[src/rtl/mppo_pkg.sv]
// ----------------------------------------------------------------------------
// mppo_pkg: shared types and constants of the tracker
// Holds the register codes, reset values and the structs that pass between
// the top level and the tracker core.
// ----------------------------------------------------------------------------
package mppo_pkg;

    localparam int SAMPLE_W = 15;
    localparam int PROD_W   = 2 * SAMPLE_W;
    localparam int POWER_W  = 32;
    localparam int CODE_W   = 12;
    localparam int STREAK_W = 8;
    localparam int CFG_IDX_W  = 2;
    localparam int CFG_DATA_W = 12;

    localparam logic [CODE_W-1:0]   DAC_MAX        = 12'd4095;
    localparam logic [CODE_W-1:0]   STEP_MAX       = 12'd4095;
    localparam logic [CODE_W-1:0]   SETPOINT_RESET = 12'd800;
    localparam logic [CODE_W-1:0]   STEP_RESET     = 12'd32;
    localparam logic [CODE_W-1:0]   BASE_RESET     = 12'd32;
    localparam logic [CODE_W-1:0]   MAX_RESET      = 12'd128;
    localparam logic [STREAK_W-1:0] LIMIT_RESET    = 8'd3;

    localparam logic [CFG_IDX_W-1:0] CFG_BASE_STEP    = 2'd0;
    localparam logic [CFG_IDX_W-1:0] CFG_MAX_STEP     = 2'd1;
    localparam logic [CFG_IDX_W-1:0] CFG_STREAK_LIMIT = 2'd2;

    typedef struct packed {
        logic [CODE_W-1:0]   base_step;
        logic [CODE_W-1:0]   max_step;
        logic [STREAK_W-1:0] streak_limit;
    } t_cfg;

    typedef struct packed {
        logic [CODE_W-1:0]  step_size;
        logic               moving_up;
        logic [POWER_W-1:0] window_power;
        logic [CODE_W-1:0]  dac_code;
    } t_result;

endpackage

[src/rtl/mppo_tracker.sv]
// ----------------------------------------------------------------------------
// mppo_tracker: window accumulator and step controller
// Accumulates power products, and at the end of each window decides the
// direction, moves the setpoint and adapts the step.
// ----------------------------------------------------------------------------
module mppo_tracker #(
    parameter int SAMPLES_PER_WINDOW = 4
) (
    input  logic                            i_clk,
    input  logic                            i_rst_n,
    input  mppo_pkg::t_cfg                  i_cfg,
    input  logic                            i_fire,
    input  logic [mppo_pkg::PROD_W-1:0]     i_prod,
    output logic                            o_finish,
    output mppo_pkg::t_result               o_result
);
    import mppo_pkg::*;

    localparam int IDX_W = $clog2(SAMPLES_PER_WINDOW + 1);
    localparam logic [IDX_W-1:0] IDX_LAST = IDX_W'(SAMPLES_PER_WINDOW - 1);

    logic [POWER_W-1:0]  r_sum, n_sum;
    logic [IDX_W-1:0]    r_idx, n_idx;
    logic [POWER_W-1:0]  r_prev, n_prev;
    logic                r_dir, n_dir;
    logic                r_prior, n_prior;
    logic [STREAK_W-1:0] r_streak, n_streak;
    logic [CODE_W-1:0]   r_step, n_step;
    logic [CODE_W-1:0]   r_sp, n_sp;

    logic [POWER_W-1:0]  win;
    logic                drop;
    logic                dir;
    logic [STREAK_W-1:0] streak1;
    logic [CODE_W:0]     sp_up;
    logic [CODE_W:0]     step_dbl;

    always_comb begin
        win      = r_sum + POWER_W'(i_prod);
        o_finish = (r_idx == IDX_LAST);
        drop     = (win < r_prev);
        dir      = r_dir ^ drop;
        streak1  = drop ? '0 : r_streak + 1'b1;
        sp_up    = {1'b0, r_sp} + {1'b0, r_step};
        step_dbl = {r_step, 1'b0};

        n_sum    = r_sum;
        n_idx    = r_idx;
        n_prev   = r_prev;
        n_dir    = r_dir;
        n_prior  = r_prior;
        n_streak = r_streak;
        n_step   = r_step;
        n_sp     = r_sp;

        if (i_fire) begin
            if (!o_finish) begin
                n_sum = win;
                n_idx = r_idx + 1'b1;
            end else begin
                n_sum    = '0;
                n_idx    = '0;
                n_prev   = win;
                n_dir    = dir;
                n_streak = streak1;
                if (dir) begin
                    n_sp = (sp_up < {1'b0, DAC_MAX}) ? sp_up[CODE_W-1:0] : DAC_MAX;
                end else begin
                    n_sp = (r_sp > r_step) ? r_sp - r_step : '0;
                end
                if (dir == r_prior) begin
                    if (streak1 >= i_cfg.streak_limit) begin
                        if (r_step < i_cfg.max_step) begin
                            n_step = step_dbl[CODE_W] ? STEP_MAX : step_dbl[CODE_W-1:0];
                        end
                        n_streak = '0;
                    end
                end else begin
                    if (r_step > i_cfg.base_step) begin
                        n_step = r_step >> 1;
                    end
                    n_prior = dir;
                end
            end
        end
    end

    always_comb begin
        o_result.dac_code     = n_sp;
        o_result.window_power = win;
        o_result.moving_up    = n_dir;
        o_result.step_size    = n_step;
    end

    always_ff @(posedge i_clk) begin
        if (!i_rst_n) begin
            r_sum    <= '0;
            r_idx    <= '0;
            r_prev   <= '0;
            r_dir    <= 1'b1;
            r_prior  <= 1'b1;
            r_streak <= '0;
            r_step   <= STEP_RESET;
            r_sp     <= SETPOINT_RESET;
        end else begin
            r_sum    <= n_sum;
            r_idx    <= n_idx;
            r_prev   <= n_prev;
            r_dir    <= n_dir;
            r_prior  <= n_prior;
            r_streak <= n_streak;
            r_step   <= n_step;
            r_sp     <= n_sp;
        end
    end

endmodule

[src/rtl/mppt_perturb_observe_adaptive.sv]
// ----------------------------------------------------------------------------
// mppt_perturb_observe_adaptive: perturb-and-observe tracker, variable step
// Sums shunt times bus voltage over a window of samples and emits a new DAC
// setpoint, the window power, the direction and the adapted step per window.
//
//   Channel   Dir   Width  Contents
//   s_axis    in    32     sample item: shunt and bus voltage
//   m_axis    out   64     window item: code, power, direction, step
//   cfg       in    12     base_step, max_step, streak_limit writes
//
// One item is accepted per cycle while the pipe is not stalled. A sample
// passes an input register, a product register and the accumulate stage;
// the output register takes a window item as its last sample is accumulated.
// Reset is synchronous and restores valid flags, tracker state and settings.
// A waiting window item stalls the pipe only when the next finishing
// sample reaches the accumulate stage; other samples keep flowing.
// ----------------------------------------------------------------------------
module mppt_perturb_observe_adaptive #(
    parameter int SAMPLES_PER_WINDOW = 4
) (
    input  logic                                i_clk,
    input  logic                                i_rst_n,
    input  logic                                i_cfg_we,
    input  logic [mppo_pkg::CFG_IDX_W-1:0]      i_cfg_idx,
    input  logic [mppo_pkg::CFG_DATA_W-1:0]     i_cfg_data,
    input  logic                                s_axis_tvalid,
    output logic                                s_axis_tready,
    // [14:0] shunt sample, [29:15] bus sample, [31:30] zero
    input  logic [31:0]                         s_axis_tdata,
    output logic                                m_axis_tvalid,
    input  logic                                m_axis_tready,
    // [11:0] dac_code, [43:12] window_power, [44] moving_up,
    // [56:45] step_size, [63:57] zero
    output logic [63:0]                         m_axis_tdata
);
    import mppo_pkg::*;

    t_cfg                r_cfg;
    logic                r_in_valid;
    logic [SAMPLE_W-1:0] r_sv;
    logic [SAMPLE_W-1:0] r_bv;
    logic                r_prod_valid;
    logic [PROD_W-1:0]   r_prod;
    logic                r_out_valid;
    t_result             r_out;

    logic                advance;
    logic                fire;
    logic                finish;
    t_result             result;

    mppo_tracker #(
        .SAMPLES_PER_WINDOW(SAMPLES_PER_WINDOW)
    ) u_tracker (
        .i_clk    (i_clk),
        .i_rst_n  (i_rst_n),
        .i_cfg    (r_cfg),
        .i_fire   (fire),
        .i_prod   (r_prod),
        .o_finish (finish),
        .o_result (result)
    );

    always_comb begin
        advance       = !(r_prod_valid && finish && r_out_valid && !m_axis_tready);
        fire          = advance && r_prod_valid;
        s_axis_tready = advance || !r_in_valid;
        m_axis_tvalid = r_out_valid;
        m_axis_tdata  = {7'd0, r_out};
    end

    always_ff @(posedge i_clk) begin
        if (!i_rst_n) begin
            r_cfg.base_step    <= BASE_RESET;
            r_cfg.max_step     <= MAX_RESET;
            r_cfg.streak_limit <= LIMIT_RESET;
        end else if (i_cfg_we) begin
            unique case (i_cfg_idx)
                CFG_BASE_STEP:    r_cfg.base_step    <= i_cfg_data;
                CFG_MAX_STEP:     r_cfg.max_step     <= i_cfg_data;
                CFG_STREAK_LIMIT: r_cfg.streak_limit <= i_cfg_data[STREAK_W-1:0];
                default: ;
            endcase
        end
    end

    always_ff @(posedge i_clk) begin
        if (!i_rst_n) begin
            r_in_valid   <= 1'b0;
            r_prod_valid <= 1'b0;
            r_out_valid  <= 1'b0;
        end else begin
            if (s_axis_tready) begin
                r_in_valid <= s_axis_tvalid;
            end
            if (advance) begin
                r_prod_valid <= r_in_valid;
            end
            if (fire && finish) begin
                r_out_valid <= 1'b1;
            end else if (m_axis_tready) begin
                r_out_valid <= 1'b0;
            end
        end
    end

    always_ff @(posedge i_clk) begin
        if (s_axis_tready && s_axis_tvalid) begin
            r_sv <= s_axis_tdata[SAMPLE_W-1:0];
            r_bv <= s_axis_tdata[2*SAMPLE_W-1:SAMPLE_W];
        end
        if (advance && r_in_valid) begin
            r_prod <= r_sv * r_bv;
        end
        if (fire && finish) begin
            r_out <= result;
        end
    end

endmodule

[config.mk]
export PLATFORM = sky130hd
export DESIGN_NAME = mppt_perturb_observe_adaptive
export DESIGN_NICKNAME = d
export VERILOG_FILES = /design/src/rtl/mppo_pkg.sv /design/src/rtl/mppo_tracker.sv /design/src/rtl/mppt_perturb_observe_adaptive.sv
export SDC_FILE = /design/constraint.sdc
export NUM_CORES = 1
export LEC_CHECK = 0
export BUFFER_PORTS_ARGS = -buffer_cell sky130_fd_sc_hd__buf_2
export CORE_ASPECT_RATIO = 1.75
export CORE_MARGIN = 2
export CORE_UTILIZATION = 55
export DETAILED_ROUTE_END_ITERATION = 16
export GPL_TIMING_DRIVEN = 0
export PLACE_DENSITY = 0.73
export REMOVE_ABC_BUFFERS = 1
export SYNTH_ARGS = -nofsm -noshare
export SYNTH_HDL_FRONTEND = slang
export SYNTH_SLANG_ARGS = --single-unit
[constraint.sdc]
create_clock -name i_clk -period 17.29 [get_ports i_clk]
set_clock_uncertainty 0.15 [all_clocks]
set_input_delay 1.729 -clock i_clk [delete_from_list [all_inputs] [get_ports i_clk]]
set_output_delay 1.729 -clock i_clk [all_outputs]
set_load 0.02 [all_outputs]
==> results.md, run 1 <==
- Min cycle time layout: 8065 ps
- Detail Route Antenna Nets: 0
- I/O Pins: 117
- Die height: 262.4 um
- Hold Buf Count CTS: 0
- Layout cell share with drive strength beyond 1: 0.08459
- Slew headroom: 0.1250
- Design area: around 23000 um2
- Area growth syn-to-layout: 8.389%
- DR vias/cell: 5.847
- WL final: 51020 um
- Critical Path RT: 17630 ps
- Setup ws final: 9225 ps
- Die area: 39790 um2
- Skew-Pair Late Insertion Delay: roughly 560 ps
- Slowest-stage cell, CP: o21ai_0
- Yosys cell types: 87
- Routability congestion estimate: 0.9654
- Mapped Area: 20980 um2
- Final setup fails: 0
- Final core utilization: 0.6043
- Slowest Stage Delay on Critical Path: 630 ps
- Seq cells post-synth: 253
- Row Count: 94
- Max Slew Vio Count: 0
- Most used cell, CP: a21oi_1
- Max-cap violation count: 0
- Fin crit share: 0.4664
- Slew @ Worst Pin: 1312 ps
- WL per Instance: 18.24 um
- Fin Setup TNS: 0 ps
- Placed Area: between 20000 and 25000 um2
- DR pass1 iterations: 5
- Cts bufs inserted: 27
- Gates resized, CTS repair: 0
- Arrival @ worst endpoint: 8400 ps
- R2R Path End: u_tracker.r_step[2]$_SDFF_PN0_
- Critical R2R Launch: r_prod[0]$_DFFE_PP_
- Synth Flop Type: dfxtp_1
- Hold Crit Class: flop to flop
- Top-area cell type share of the netlist area: 0.1674
- Starting DRC count in detailed routing: 736
- Clk sinks: 253
- Comb pwr share: 0.659
- Final hold violations: 0
- H-tree Lvls: 1
- Synth area leader: edfxtp_1
- Worst Path Max Fanout: 10
- Post-synth EDFFs: 117
- Switching share of total power: 0.4402
- Internal power: 0.002374 W
- Total gr overflow: 0
- Antenna diodes: 0
- CTS tree: yes
- Seq pwr share: 0.203
- Area contributors post-synth: edfxtp_1 17%, fa_1 16%, dfxtp_1 13%
- Post-CTS Setup Bufs: 0
- Largest net degree at the start of global routing: 100
- Initial antenna violation count: 0
- Startpoint types: flop
- Core ar.: 37640 um2
- CP Launch Point: r_prod[0]$_DFFE_PP_
- Net Sw Power: 0.001866 W
- Seq/Total Area, Yosys: 0.2972
- Max clock buf depth: 3
- Global-route wire length before repair: around 83000 um
- R2R setup slack: 9230 ps
- Root Driver: clkbuf_16
- Cells after Synth: 2249
- Total track usage: 0.2605
- Crit end category: flop
- DP Worst Slack: a little over 9000 ps
- Vias in the first global route: about 17000
- DP Wirelength: between 30000 and 40000 um
- PwrDens: roughly 190 nW/um2
- Fmax: 0.1240 GHz
- R2R depth: 29
- Clock share of power: 0.137
- RSZ-0062 raised after global routing: no
- Pleak: 10.06 nW
- Via Count: 16354
- Clk slew on worst S/H paths: ~60 ps
- DRC: 0
- Mapped Avg Cell Area: slightly above 9 um2
- Worst setup endpoint: u_tracker.r_step[2]$_SDFF_PN0_
- Status: finished, final reports clean
- DIE WIDTH: 151.7 um
- Final nets: 2731
- VDD IR-drop max: 135.3 uV
- Starting Density: 0.5575
- # port buffers: 107
- CP Class: flop to flop
- Asr flop ratio synth: 0
- Synth warnings: 0
==> placed cells by master, fill, tap and decap left out, types with 11 or more instances in the layout <==
cell type / count
nand2_1: 294
inv_1: 272
ha_1: 212
fa_1: 170
a21oi_1: 139
dfxtp_1: 136
and2_1: 124
edfxtp_1: 117
nor2_1: 112
buf_2: 107
xnor2_1: 52
o21ai_0: 49
nand3_1: 41
a21o_1: 37
o211ai_1: 31
clkbuf_16: 28
nor3_1: 27
a22oi_1: 23
a31oi_1: 22
nand4_1: 20
xor2_1: 20
and3_1: 18
nand2b_1: 14
mux2i_1: 14
nor2b_1: 13
o21a_1: 12
o21bai_1: 12
o31ai_1: 11
==> synthesized netlist by cell type, types with 9 or more instances <==
library cell	instances
nor2b_1	14
inv_1	273
nand3_1	41
a21o_1	37
nor2_1	112
a211oi_1	9
fa_1	170
xnor2_1	52
o21a_1	12
buf_1	9
and2_1	124
a31oi_1	22
mux2i_1	14
a21oi_1	139
o21ai_0	49
o31ai_1	11
edfxtp_1	117
a22oi_1	23
o211ai_1	31
clkbuf_1	72
nand2_1	294
or2_2	9
o21bai_1	12
xor2_1	20
nand4_1	20
and3_1	18
dfxtp_1	136
nand2b_1	15
nor3_1	27
ha_1	212
==> layer usage <==
layer / GRT usage / up-vias / routed length (um)
li1: - / 7732 / -
met3: 0.03333 / 186 / 2197
met4: 0.1609 / 0 / 3385
met1: 0.2578 / 8011 / 17710
met2: 0.4960 / 425 / 27720
met5: 0 / - / 0
==> worst min-delay path by stage <==
| stage | end | depth (start not counted) | startpoint |
|---|---|---|---|
| CTS | u_tracker.r_idx[2]$_SDFFE_PN0P_ | 2 | u_tracker.r_idx[2]$_SDFFE_PN0P_ |
| global route | r_cfg[9]$_SDFFE_PN0P_ | 2 | r_cfg[9]$_SDFFE_PN0P_ |
| finish | u_tracker.r_idx[2]$_SDFFE_PN0P_ | 2 | u_tracker.r_idx[2]$_SDFFE_PN0P_ |
| global placement | u_tracker.r_idx[2]$_SDFFE_PN0P_ | 2 | u_tracker.r_idx[2]$_SDFFE_PN0P_ |
| detailed placement | u_tracker.r_idx[2]$_SDFFE_PN0P_ | 2 | u_tracker.r_idx[2]$_SDFFE_PN0P_ |
| floorplan | u_tracker.r_idx[2]$_SDFFE_PN0P_ | 2 | u_tracker.r_idx[2]$_SDFFE_PN0P_ |
==> kinds of logic (layout without fill, tap and decap cells) <==
family | Yosys count | count (layout) | synth area share
AOI/OAI and AO/OA | 434 | 434 | 0.1407
xor gates and xnor gates | 72 | 72 | 0.03005
adders and majority gates | 382 | 382 | 0.2886
buffers and inverters | 372 | 434 | 0.06929
DFF | 253 | 253 | 0.2972
muxes | 20 | 20 | 0.01002
other | 1 | 7 | 0.0001787
and+or+nand+nor | 715 | 715 | 0.1640
==> state kept, by name, indices dropped and copies added (netlist names), 3 cells and up <==
register and count:
u_tracker.r_sum 32, m_axis_tdata 57, r_sv 15, u_tracker.r_idx 3, r_cfg 32, r_prod 30
u_tracker.r_prev 32, r_bv 15, u_tracker.r_step 12, u_tracker.r_streak 8, u_tracker.r_sp 12
==> per-stage QoR <==
step,hold WS [ps],power (W),cells
6_report,302.5,0.004240,2797
5_1_grt,318.3,0.004694,2797
4_1_cts,303.5,0.004259,2796
3_5_place_dp,292.5,0.003648,2748
3_3_place_gp,274.5,0.003545,2744
2_1_floorplan,264.7,0.003051,2157
==> worst max-delay path: cells and delay by family (launching register included) <==
| family | cells | cell delay (ps) |
|---|---|---|
| xor gates and xnor gates | 1 | 190 |
| adders and majority gates | 4 | 1120 |
| AOI/OAI and AO/OA | 17 | 4580 |
| DFF | 1 | 370 |
| muxes | 1 | 380 |
| and+or+nand+nor | 6 | 1200 |
==> layout make-up <==
class	count	area, um2
Fill cell	3282	14890
Multi-Input combinational cell	1630	13340
Sequential cell	253	6236
Inverter	274	1036
Clock buffer	40	775.7
Timing Repair Buffer	112	653.1
Tap cell	480	600.6
Clock inverter	8	105.1
==> power groups by stage <==
stage          Sequential [W]  Clock (W)  Combinational [W]
2_1_floorplan        0.000853          0            0.00220
6_report             0.000862   0.000582            0.00280
5_1_grt              0.000865   0.000613            0.00322
3_3_place_gp         0.000873          0            0.00267
4_1_cts              0.000860   0.000593            0.00281
3_5_place_dp         0.000873          0            0.00278
Note: power is estimated with default switching activity, not from simulation.
==> inputs of run 2 (changes only) <==
- ABC_AREA: unset -> 1
- clock period: 17.29 -> 7.75 ns (I/O delays scaled with it)
==> results.md, run 2 <==
- Status: finished, final reports clean
- Row Count: 94 (unchanged)
- Max clock buf depth: 3 (unchanged)
- Hold Crit Class: primary input to flop
- Largest net degree at the start of global routing: 73 (-27%)
- H-tree Lvls: 1 (unchanged)
- Synth warnings: 0 (unchanged)
- Fin Setup TNS: 0 ps (unchanged)
- Cts bufs inserted: 25 (-7.4%)
- CP Class: flop to flop
- Layout cell share with drive strength beyond 1: 0.07229 (-0.01230)
- Die area: 39710 um2 (-0.20%)
- R2R depth: 19 (-34%)
- Crit end category: flop
- Cells after Synth: 2565 (+14%)
- Clk slew on worst S/H paths: 70 ps (about the same)
- Area contributors post-synth: edfxtp_1 17%, fa_1 16%, dfxtp_1 13%
- Top-area cell type share of the netlist area: 0.1678 (+0.0003401)
- WL per Instance: 16.63 um (-8.8%)
- Slowest-stage cell, CP: edfxtp_1
- Startpoint types: flop
- Commonest cells post-synth: 613 x nand2_1, 479 x inv_1, 216 x a21oi_1, 212 x ha_1, 170 x fa_1
- Via Count: 17043 (+4.2%)
- Commonest non-fill, non-tap cells in the layout: 613 x nand2_1, 479 x inv_1, 216 x a21oi_1, 212 x ha_1, 170 x fa_1
- Setup ws final: 994.7 ps (-8231 ps)
- Asr flop ratio synth: 0 (unchanged)
- Worst path depth: 19 (-34%)
- Mapped Area: 20940 um2 (-0.20%)
- RSZ-0062 raised after global routing: no
- Fmax: 0.1480 GHz (+19%)
- Max reg flops: 57 (unchanged)
- DR vias/cell: 5.459 (-6.6%)
- # port buffers: 107 (unchanged)
- CTS tree: yes
- Slowest Stage Delay on Critical Path: 810 ps (+180 ps)
- Internal power: 0.004190 W (+77%)
- Most used cell, CP: fa_1
- Core ar.: 37640 um2 (unchanged)
- Seq cells post-synth: 253 (unchanged)
- Yosys cell types: 52 (-40%)
- Most common cell after layout, fill and taps aside: nand2_1
- Final hold violations: 0 (unchanged)
- I/O Pins: 117 (unchanged)
- Design area: 22610 um2 (-0.58%)
- DP Worst Slack: 1179 ps (-8096 ps)
- Die height: 262.1 um (-0.10%)
- Hold Buf Count CTS: 0 (unchanged)
- Worst Path Max Fanout: 15 (+5)
- CP cell instances: nand2_1, fa_1, inv_1, fa_1, inv_1, fa_1, inv_1, fa_1, fa_1, fa_1, ha_1, a21oi_1, nand2_1, o22ai_1, o21ai_1, a21oi_1, o21ai_1, nor2_1, nor2_1
- Arrival @ worst endpoint: 6900 ps (-1500 ps)
- Starting DRC count in detailed routing: 694 (-5.7%)
- Synth area leader: edfxtp_1
- Seq pwr share: 0.232 (+0.029)
- Critical Path RT: 7900 ps (-9730 ps)
- Routability congestion estimate: 0.9361 (-3.0%)
- Gates resized, CTS repair: 0 (unchanged)
- DRC: 0 (unchanged)
- Max Slew Vio Count: 0 (unchanged)
- Hold path cells: 1 (-1)
- Mapped Avg Cell Area: 8.164 um2 (-12%)
- Clk sinks: 253 (unchanged)
- Pleak: 11.63 nW (+16%)
- Area growth syn-to-layout: 7.976%
- Initial antenna violation count: 0 (unchanged)
- PwrDens: 345.0 nW/um2 (+85%)
- Post-synth EDFFs: 117 (unchanged)
- Slew headroom: 0.2808 (+0.1558)
- WL final: 51910 um (+1.8%)
- DR pass1 iterations: 7 (+2)
- Root Driver: clkbuf_16
- Seq/Total Area, Yosys: 0.2978 (+0.0006037)
- Synth Flop Type: dfxtp_1
- Slew @ Worst Pin: 1077 ps (-235.3 ps)
- Total track usage: 0.2647 (+0.004187)
- Critical path's top delay family: adder cells
- Finished Layout Cells: 3122 (+12%)
- Most common cell in the synthesized netlist: nand2_1
- Global-route wire length before repair: 83300 um (about the same)
- Final nets: 3056 (+12%)
- Min cycle time layout: 6755 ps (-1309 ps)
- Fin crit share: 0.8717 (+0.4052)
- Placed insts: 3076 (+12%)
- Comb pwr share: 0.613 (-0.046)
- Detail Route Antenna Nets: 0 (unchanged)
- Switching share of total power: 0.4630 (+0.02281)
- Starting Density: 0.5564 (-0.001130)
- Vias in the first global route: 17852 (+2.4%)
- Placed Area: 21810 um2 (about the same)
- DIE WIDTH: 151.5 um (about the same)
- CP Buf/Inv Count: 3 (+3)
- Post-CTS Setup Bufs: 0 (unchanged)
- Hold slack: 231.6 ps (-70.89 ps)
- Skew-Pair Late Insertion Delay: 570 ps (about the same)
- Total gr overflow: 0 (unchanged)
- Max-cap violation count: 0 (unchanged)
- VDD IR-drop max: 254.2 uV (+88%)
- Net Sw Power: 0.003612 W (+94%)
- Final setup fails: 0 (unchanged)
- Clock share of power: 0.155 (+0.018)
- Antenna diodes: 0 (unchanged)
- DP Wirelength: 41230 um (+4.2%)
## run 2: changes by cell type in the layout (fill, tap and decap cells not counted), moves of 35 or more
cell	before	now
nand2_1	294	613
inv_1	272	479
nand3_1	41	76
a21oi_1	139	216
and2_1	124	3
o21ai_0	49	135
## run 2: layout make-up
cell class,count,area (um2)
clock inverters,12,137.6
repair buffers,111,613.1
clock buffers,34,659.4
inverters,489,1838
fillers,3397,15020
multi-input cells,1743,12530
well taps,480,600.6
flip-flops and latches,253,6236
## run 2: routing by layer
metal	GRT usage	up-vias	routed length [um]
met2	0.5300	520	28580
met4	0.1713	0	3805
met5	0	-	0
met3	0.02465	204	1956
li1	-	8234	-
met1	0.2474	8085	17570
## run 2: power by group through the flow
stage                     clock network [W]  registers [W]  logic, W
after floorplan                           0        0.00181   0.00357
after global placement                    0        0.00184   0.00454
after detailed placement                  0        0.00184   0.00469
after CTS                           0.00123        0.00181   0.00473
after global routing                0.00128        0.00182   0.00540
final                               0.00121        0.00181   0.00478
## run 2: worst reg2reg max path, delay by kind of cell, from the launching register on
kind,cells,cell delay (ps)
flip-flops,1,810
buffers and inverters,3,170
AND/OR/NAND/NOR,4,430
AO/OA/AOI/OAI,5,1490
adder cells (fa/ha/maj),7,3460
## run 2: final timing paths
path / from / end / slack (ps)
max reg2reg: r_sv[6]$_DFFE_PP_ / r_prod[26]$_DFFE_PP_ / 990
min: s_axis_tdata[25] / r_bv[10]$_DFFE_PP_ / 230
min reg2reg: r_cfg[22]$_SDFFE_PN0P_ / r_cfg[22]$_SDFFE_PN0P_ / 310
max: r_sv[6]$_DFFE_PP_ / r_prod[26]$_DFFE_PP_ / 990
## run 2: cell families after synthesis
kind of cell | after synthesis | share of synthesized area
compound gates | 436 | 0.1137
xor+xnor | 65 | 0.02718
fa+ha+maj | 382 | 0.2892
buf+inv | 575 | 0.1057
flops | 253 | 0.2978
other cells | 1 | 0.0001791
simple gates | 853 | 0.1663
## run 2: metrics by stage
step / total power, W / util
3_5_place_dp: 0.006533 / 0.5796
3_3_place_gp: 0.006383 / 0.5772
2_1_floorplan: 0.005381 / -
4_1_cts: 0.007778 / 0.6008
6_report: 0.007802 / 0.6008
5_1_grt: 0.008507 / 0.6008
==> inputs of run 3 (changes only) <==
- ABC_AREA: 1 -> unset
==> results.md, run 3 (same netlist as run 1, synthesis figures left out) <==
- Status: finished, final reports clean
- Row Count: 94 (unchanged)
- Die area: 39790 um2 (+0.20%)
- CP Buf/Inv Count: 0 (-3)
- Hold slack: 239.2 ps (+7.668 ps)
- RSZ-0062 raised after global routing: no
- Worst setup endpoint: u_tracker.r_step[2]$_SDFF_PN0_
- Fin Setup TNS: 0 ps (unchanged)
- Starting Density: 0.5575 (+0.001130)
- CP Class: flop to flop
- Arrival @ worst endpoint: 7630 ps (+730 ps)
- CTS tree: yes
- Global-route wire length before repair: 83350 um (about the same)
- Vias in the first global route: 17430 (-2.4%)
- DR vias/cell: 5.862 (+7.4%)
- Skew-Pair Late Insertion Delay: 560 ps (about the same)
- Layout cell share with drive strength beyond 1: 0.08675 (+0.01446)
- I/O Pins: 117 (unchanged)
- Hold Buf Count CTS: 0 (unchanged)
- Slew @ Worst Pin: 1313 ps (+235.4 ps)
- Hold Crit Class: primary input to flop
- Critical R2R Launch: r_prod[0]$_DFFE_PP_
- Max clock buf depth: 3 (unchanged)
- H-tree Lvls: 1 (unchanged)
- Grt met2 use: 0.4959 (-0.03418)
- Pleak: 10.06 nW (-13%)
- Cts bufs inserted: 27 (+8.0%)
- Slew headroom: 0.1250 (-0.1559)
- Clk slew on worst S/H paths: 60 ps (about the same)
- Crit end category: flop
- Register area: 6236 um2 (unchanged)
- Gr busiest metal: met2
- DRC: 0 (unchanged)
- R2R Path End: u_tracker.r_step[2]$_SDFF_PN0_
- Post-CTS Setup Bufs: 0 (unchanged)
- Fmax: 0.1370 GHz (-7.4%)
- Final nets: 2731 (-11%)
- Total track usage: 0.2605 (-0.004224)
- R2R setup slack: 450 ps (-540 ps)
- Worst path depth: 29 (+10)
- Critical Path RT: 8080 ps (+180 ps)
- CP Launch Point: r_prod[0]$_DFFE_PP_
- Most common cell after layout, fill and taps aside: nand2_1
- Detail Route Antenna Nets: 0 (unchanged)
- Antenna diodes: 0 (unchanged)
- Slowest-stage cell, CP: fa_1
- Critical path's top delay family: compound AO/OA/AOI/OAI gates
- Routability congestion estimate: 0.9654 (+3.1%)
- VDD IR-drop max: 302.7 uV (+19%)
- Placed Area: 21840 um2 (about the same)
- DR pass1 iterations: 6 (-1)
- Total gr overflow: 0 (unchanged)
- Met1 usage: 0.2578 (+0.01034)
- Via Count: 16397 (-3.8%)
- PwrDens: 415.7 nW/um2 (+20%)
- Setup ws final: 452.2 ps (-542.5 ps)
- Area growth syn-to-layout: 8.497%
- Root Driver: clkbuf_16
- Filler cells: 3277 (-3.5%)
- DP Worst Slack: -265.1 ps (-1444 ps)
- Min cycle time layout: 7298 ps (+542.5 ps)
- Slowest Stage Delay on Critical Path: 420 ps (-390 ps)
- R2R depth: 29 (+10)
- Commonest non-fill, non-tap cells in the layout: 294 x nand2_1, 272 x inv_1, 212 x ha_1, 170 x fa_1, 137 x a21oi_1
- Worst Path Max Fanout: 10 (-5)
- Final setup fails: 0 (unchanged)
- Max Slew Vio Count: 0 (unchanged)
- WL final: 51090 um (-1.6%)
- DP Wirelength: 39570 um (-4.0%)
- Max-cap violation count: 0 (unchanged)
- Core ar.: 37640 um2 (unchanged)
- Multi-input logic area: 13360 um2 (+6.7%)
- Initial antenna violation count: 0 (unchanged)
- Startpoint types: flop
- Fin crit share: 0.9416 (+0.06999)
- DIE WIDTH: 151.7 um (about the same)
- Starting DRC count in detailed routing: 694 (unchanged)
- GRT met3 Usage: 0.03333 (+0.008681)
- WL per Instance: 18.27 um (+9.9%)
- Die height: 262.4 um (+0.10%)
- Max reg flops: 57 (unchanged)
- Final hold violations: 0 (unchanged)
- Largest net degree at the start of global routing: 100 (+37%)
- Design area: 22770 um2 (+0.69%)
- # port buffers: 107 (unchanged)
- Clk sinks: 253 (unchanged)
run 3: changes by cell type in the layout (fill, tap and decap cells not counted), moves of 16 or more:
cell / change
nor2_1: +16
and2_1: +121
and3_1: +17
a21o_1: +30
inv_1: -207
a21oi_1: -79
xor2_1: -27
o211ai_1: +19
a22oi_1: +23
xnor2_1: +34
nand3_1: -35
nand2_1: -319
a31oi_1: +17
o21ai_0: -87
run 3: what timing repair did:
item	in CTS	in global routing
pin swaps	0	1
endpoints found under the setup margin	21	21
resized for setup	3	4
run 3: worst min path at each step:
stage,startpoint,endpoint,depth (start not counted)
floorplan,u_tracker.r_idx[2]$_SDFFE_PN0P_,u_tracker.r_idx[2]$_SDFFE_PN0P_,2
global placement,u_tracker.r_idx[2]$_SDFFE_PN0P_,u_tracker.r_idx[2]$_SDFFE_PN0P_,2
detailed placement,u_tracker.r_idx[2]$_SDFFE_PN0P_,u_tracker.r_idx[2]$_SDFFE_PN0P_,2
CTS,s_axis_tdata[16],r_bv[1]$_DFFE_PP_,1
global route,s_axis_tdata[6],r_sv[6]$_DFFE_PP_,1
finish,s_axis_tdata[15],r_bv[0]$_DFFE_PP_,1
run 3: metrics by stage:
stage,std cells,total power [W],utilization
final,2797,0.009464,0.6049
after global routing,2797,0.01048,0.6049
after CTS,2796,0.009507,0.6037
after detailed placement,2748,0.008139,0.5802
after global placement,2744,0.007910,0.5770
after floorplan,2157,0.006807,-
run 3: report_power, final:
part | internal, W | leakage, nW | switching (W)
registers | 0.00182 | 2.20 | 0.0000997
logic | 0.00272 | 7.43 | 0.00353
clock network | 0.000760 | 0.431 | 0.000537
run 3: final cells by class:
type	instances	area share
Inverter	274	0.04550
Tap cell	480	0.02638
Clock buffer	40	0.03407
Clock inverter	8	0.004616
Multi-Input combinational cell	1630	0.5868
Sequential cell	253	0.2739
Timing Repair Buffer	112	0.02869
run 3: metal layers:
layer | wire length [um] | vias up | part of all wire
met5 | 0 | - | 0
met4 | 3367 | 0 | 0.066
met3 | 2231 | 185 | 0.044
met2 | 27810 | 450 | 0.54
met1 | 17680 | 8032 | 0.35
li1 | - | 7730 | -
